### src/hw/rtl/gbp_ram.sv
// Generic single-write, single-read RAM with registered read data.
module gbp_ram #(
    parameter int WIDTH = 8,
    parameter int DEPTH = 16,
    localparam int AW = (DEPTH > 1) ? $clog2(DEPTH) : 1
) (
    input  logic             clk,
    input  logic             we,
    input  logic [AW-1:0]    waddr,
    input  logic [WIDTH-1:0] wdata,
    input  logic [AW-1:0]    raddr,
    output logic [WIDTH-1:0] rdata
);

    logic [WIDTH-1:0] mem [DEPTH];

    always_ff @(posedge clk)
    begin
        if (we)
        begin
            mem[waddr] <= wdata;
        end
        rdata <= mem[raddr];
    end

endmodule

### config.mk
export PLATFORM = sky130hd
export DESIGN_NAME = gbp_ram
export DESIGN_NICKNAME = d
export VERILOG_FILES = /design/src/hw/rtl/gbp_ram.sv
export SDC_FILE = /design/constraint.sdc
export NUM_CORES = 1
export LEC_CHECK = 0
export BUFFER_PORTS_ARGS = -buffer_cell sky130_fd_sc_hd__buf_2
export CORE_MARGIN = 3
export CORE_UTILIZATION = 54
export DETAILED_ROUTE_END_ITERATION = 6
export GPL_ROUTABILITY_DRIVEN = 0
export HOLD_SLACK_MARGIN = 0.05
export PLACE_DENSITY = 0.71
export SKIP_LAST_GASP = 1
export SLEW_MARGIN = 20
export SYNTH_ARGS = -nofsm -noshare
export SYNTH_HDL_FRONTEND = slang
export SYNTH_SLANG_ARGS = --single-unit
### constraint.sdc
create_clock -name clk -period 5.07 [get_ports clk]
set_input_delay 1.014 -clock clk [delete_from_list [all_inputs] [get_ports clk]]
set_output_delay 1.014 -clock clk [all_outputs]
set_load 0.02 [all_outputs]
==> impl_metrics.ini <==
[status]
status = completed

[cells_and_area]
syn2layout_area_growth_pct = 15.3
drive_above_1_share_pct = 28.0
diodes = 0
multiInputGateArea_um2 = 1060
seq_area_um2 = 4000
n_fill_cell = 591
nets = 284

[sta]
fin_crit_sh_pct = 49.4
finalHoldViolCount = 0
fin_ws_ns = 2.57
setup_tns_ns = 0
grt_setup_unrepaired = no
final_max_slew_viol_count = 0
slew_headroom_pct = 30.3
tightest_slew_ns = 1.05
clock.fmax_mhz = 399
min_period_ns = 2.50
setup_viol = 0
clock_skew_ns = 0.0100

[global_routing]
met3_usage_pct = 6.53
grt_pass1_vias = 2461
overflow = 0
grt_usage_pct = 19.1
busiest_layer = met2
grt_pass1_wl_mm = 14.6
use_met2_pct = 29.4
grt_max_degree = 33
grt_antenna_before_repair = 0
use_met1_pct = 25.6

[clocking]
cts_resized = 0
clock_sinks = 136
clk_pin_slew_ns = 0.06
post_cts_buffers = 0
cts_tree = built
cts_root_buf = clkbuf_8
clk-insertion-delay-late_ns = 0.52
cts_buffers = 17
htree_levels = 4
hold_buffers = 0
clk_path_buf_depth = 2

[synth]
synth_compound_area_share_pct = 2.33
synth_area_um2 = 5150
synth_xor_area_share_pct = 0
synth_commonest_cells = 128 x edfxtp_1, 18 x mux4_2, 16 x a22oi_1
synth_cell_types = 19
synth-simple-area-share_pct = 3.18
synth_top_family_by_area = multiplexers
ys_async_sr_fraction_pct = 0
synth_top_area_share_pct = 74.7
synth_flop_cell = edfxtp_1
seq_area_frac_synth_pct = 77.8
syn_avg_cell_area_um2 = 22.5
yosys-top-cells-area = edfxtp_1 75%, mux4_2 7.9%, mux4_1 7.1%
synth-edff-count = 128
synthAdderAreaFrac_pct = 0
synth_nets = 247
yosys.area.top_type = edfxtp_1
synth.most_common_cell = edfxtp_1
ys_ff_latch = 136
synth.area.mux_share_pct = 15.0
yosys_warnings = 0
synth_cells = 229

[power]
swShare_pct = 21.2
power.share.sequential_pct = 49.7
comb_power_share_pct = 4.5
internal-power_mw = 2.00
power_density_nw_per_um2 = 428
p_clk_share_pct = 45.7
p_sw_uw = 538
p_leak_nw = 1.98
peakVddDrop_mv = 0.270

[place]
dp_hpwl_mm = 5.66
pre_cts_ws_ns = 1.98
io_buffers = 25

[critical_path]
critPathMaxStageDelay_ns = 0.76
crit_path_top_delay_cell = buf_2
worstPathCellList = buf_2 -> mux4_1 -> a22oi_1 -> nand2_1
crit_buf_inv = 1
path_class = primary input to register
cp_top_family = buffers and inverters
start_kind = primary input
crit_required_ns = 5.46
end_kind = register
crit_fanout = 32
critical_path_arrival_ns = 2.89

[die]
dieWidth_um = 104
num_io_pins = 26
initial_core_util_pct = 57.3
die_y_um = 104
num_rows = 34
fp.coreArea_um2 = 8980
dieArea_um2 = 10700

[routing]
drtIter0Drc = 147
first_pass_iters = 4
post_drt_via_cell_ratio = 5.76
vias = 2333
detail-route-antenna-nets = 0
remaining_drc_errors = 0
totalWireLength_mm = 9.31
wl_per_cell_um = 23.0

[job]
maxCapViolCount = 0

[worst_hold_path]
hp-class = register to register
## metal layers
layer | wire length (µm) | vias up | share of wire [%]
met5 | 0 | - | 0
met4 | 122 | 0 | 1.3
met3 | 473 | 12 | 5.1
met2 | 4680 | 74 | 50
met1 | 4030 | 1199 | 43
li1 | - | 1048 | -
## power groups by stage
stage / registers, mW / logic, mW / clock network (mW)
2_1_floorplan: 1.29 / 0.0638 / 0
3_3_place_gp: 1.29 / 0.115 / 0
3_5_place_dp: 1.29 / 0.117 / 0
4_1_cts: 1.27 / 0.118 / 1.18
5_1_grt: 1.27 / 0.126 / 1.23
6_report: 1.26 / 0.115 / 1.16
## logic make-up after synthesis
family	count (synthesis)
AO/OA/AOI/OAI	16
buffers and inverters	10
flip-flops	136
AND/OR/NAND/NOR	35
multiplexers	32
## metrics by stage
step	utilization (%)	total power [mW]	hold slack (ns)	cell area (µm²)	std cells
final	66.1	2.54	0.673	5940	405
after global routing	66.1	2.62	0.697	5940	405
after CTS	66.1	2.56	0.678	5940	405
after detailed placement	59.8	1.41	0.658	5370	373
after global placement	59.8	1.40	0.646	5370	373
after floorplan	-	1.36	0.629	5150	229
## flip-flops by register name (all words and copies together), names as in the netlist
name and cells:
rdata 8, mem 128
## cell type report
class / count / area share [%]
Sequential cell: 136 / 67.4
Multi-Input combinational cell: 83 / 17.9
Clock buffer: 18 / 7.04
Tap cell: 126 / 2.66
Clock inverter: 14 / 2.49
Timing Repair Buffer: 28 / 2.49
## worst paths after layout
kind / from / cells after the start / slack (ns) / endpoint
worst max-delay path: raddr[0] / 4 / 2.57 / rdata[5]
worst min-delay path: mem[13][2] / 3 / 0.67 / rdata[2]
worst max register to register: mem[1][5] / 3 / 3.66 / rdata[5]
worst min register to register: mem[13][2] / 3 / 0.67 / rdata[2]
## cell usage in the layout, fill, tap and decap left out, drive strengths merged, types with 8 or more instances in the layout
master / n
a22oi: 16
buf: 28
clkbuf: 18
dfxtp: 8
edfxtp: 128
mux4: 32
nand2: 9
nor2: 13
## worst register-to-register path: cells and delay by family, from the launching register on
family,cells,cell delay (ns)
flops,1,0.35
mux,1,0.52
simple gates,1,0.10
compound gates,1,0.31
Note: power is estimated with default switching activity, not from simulation.
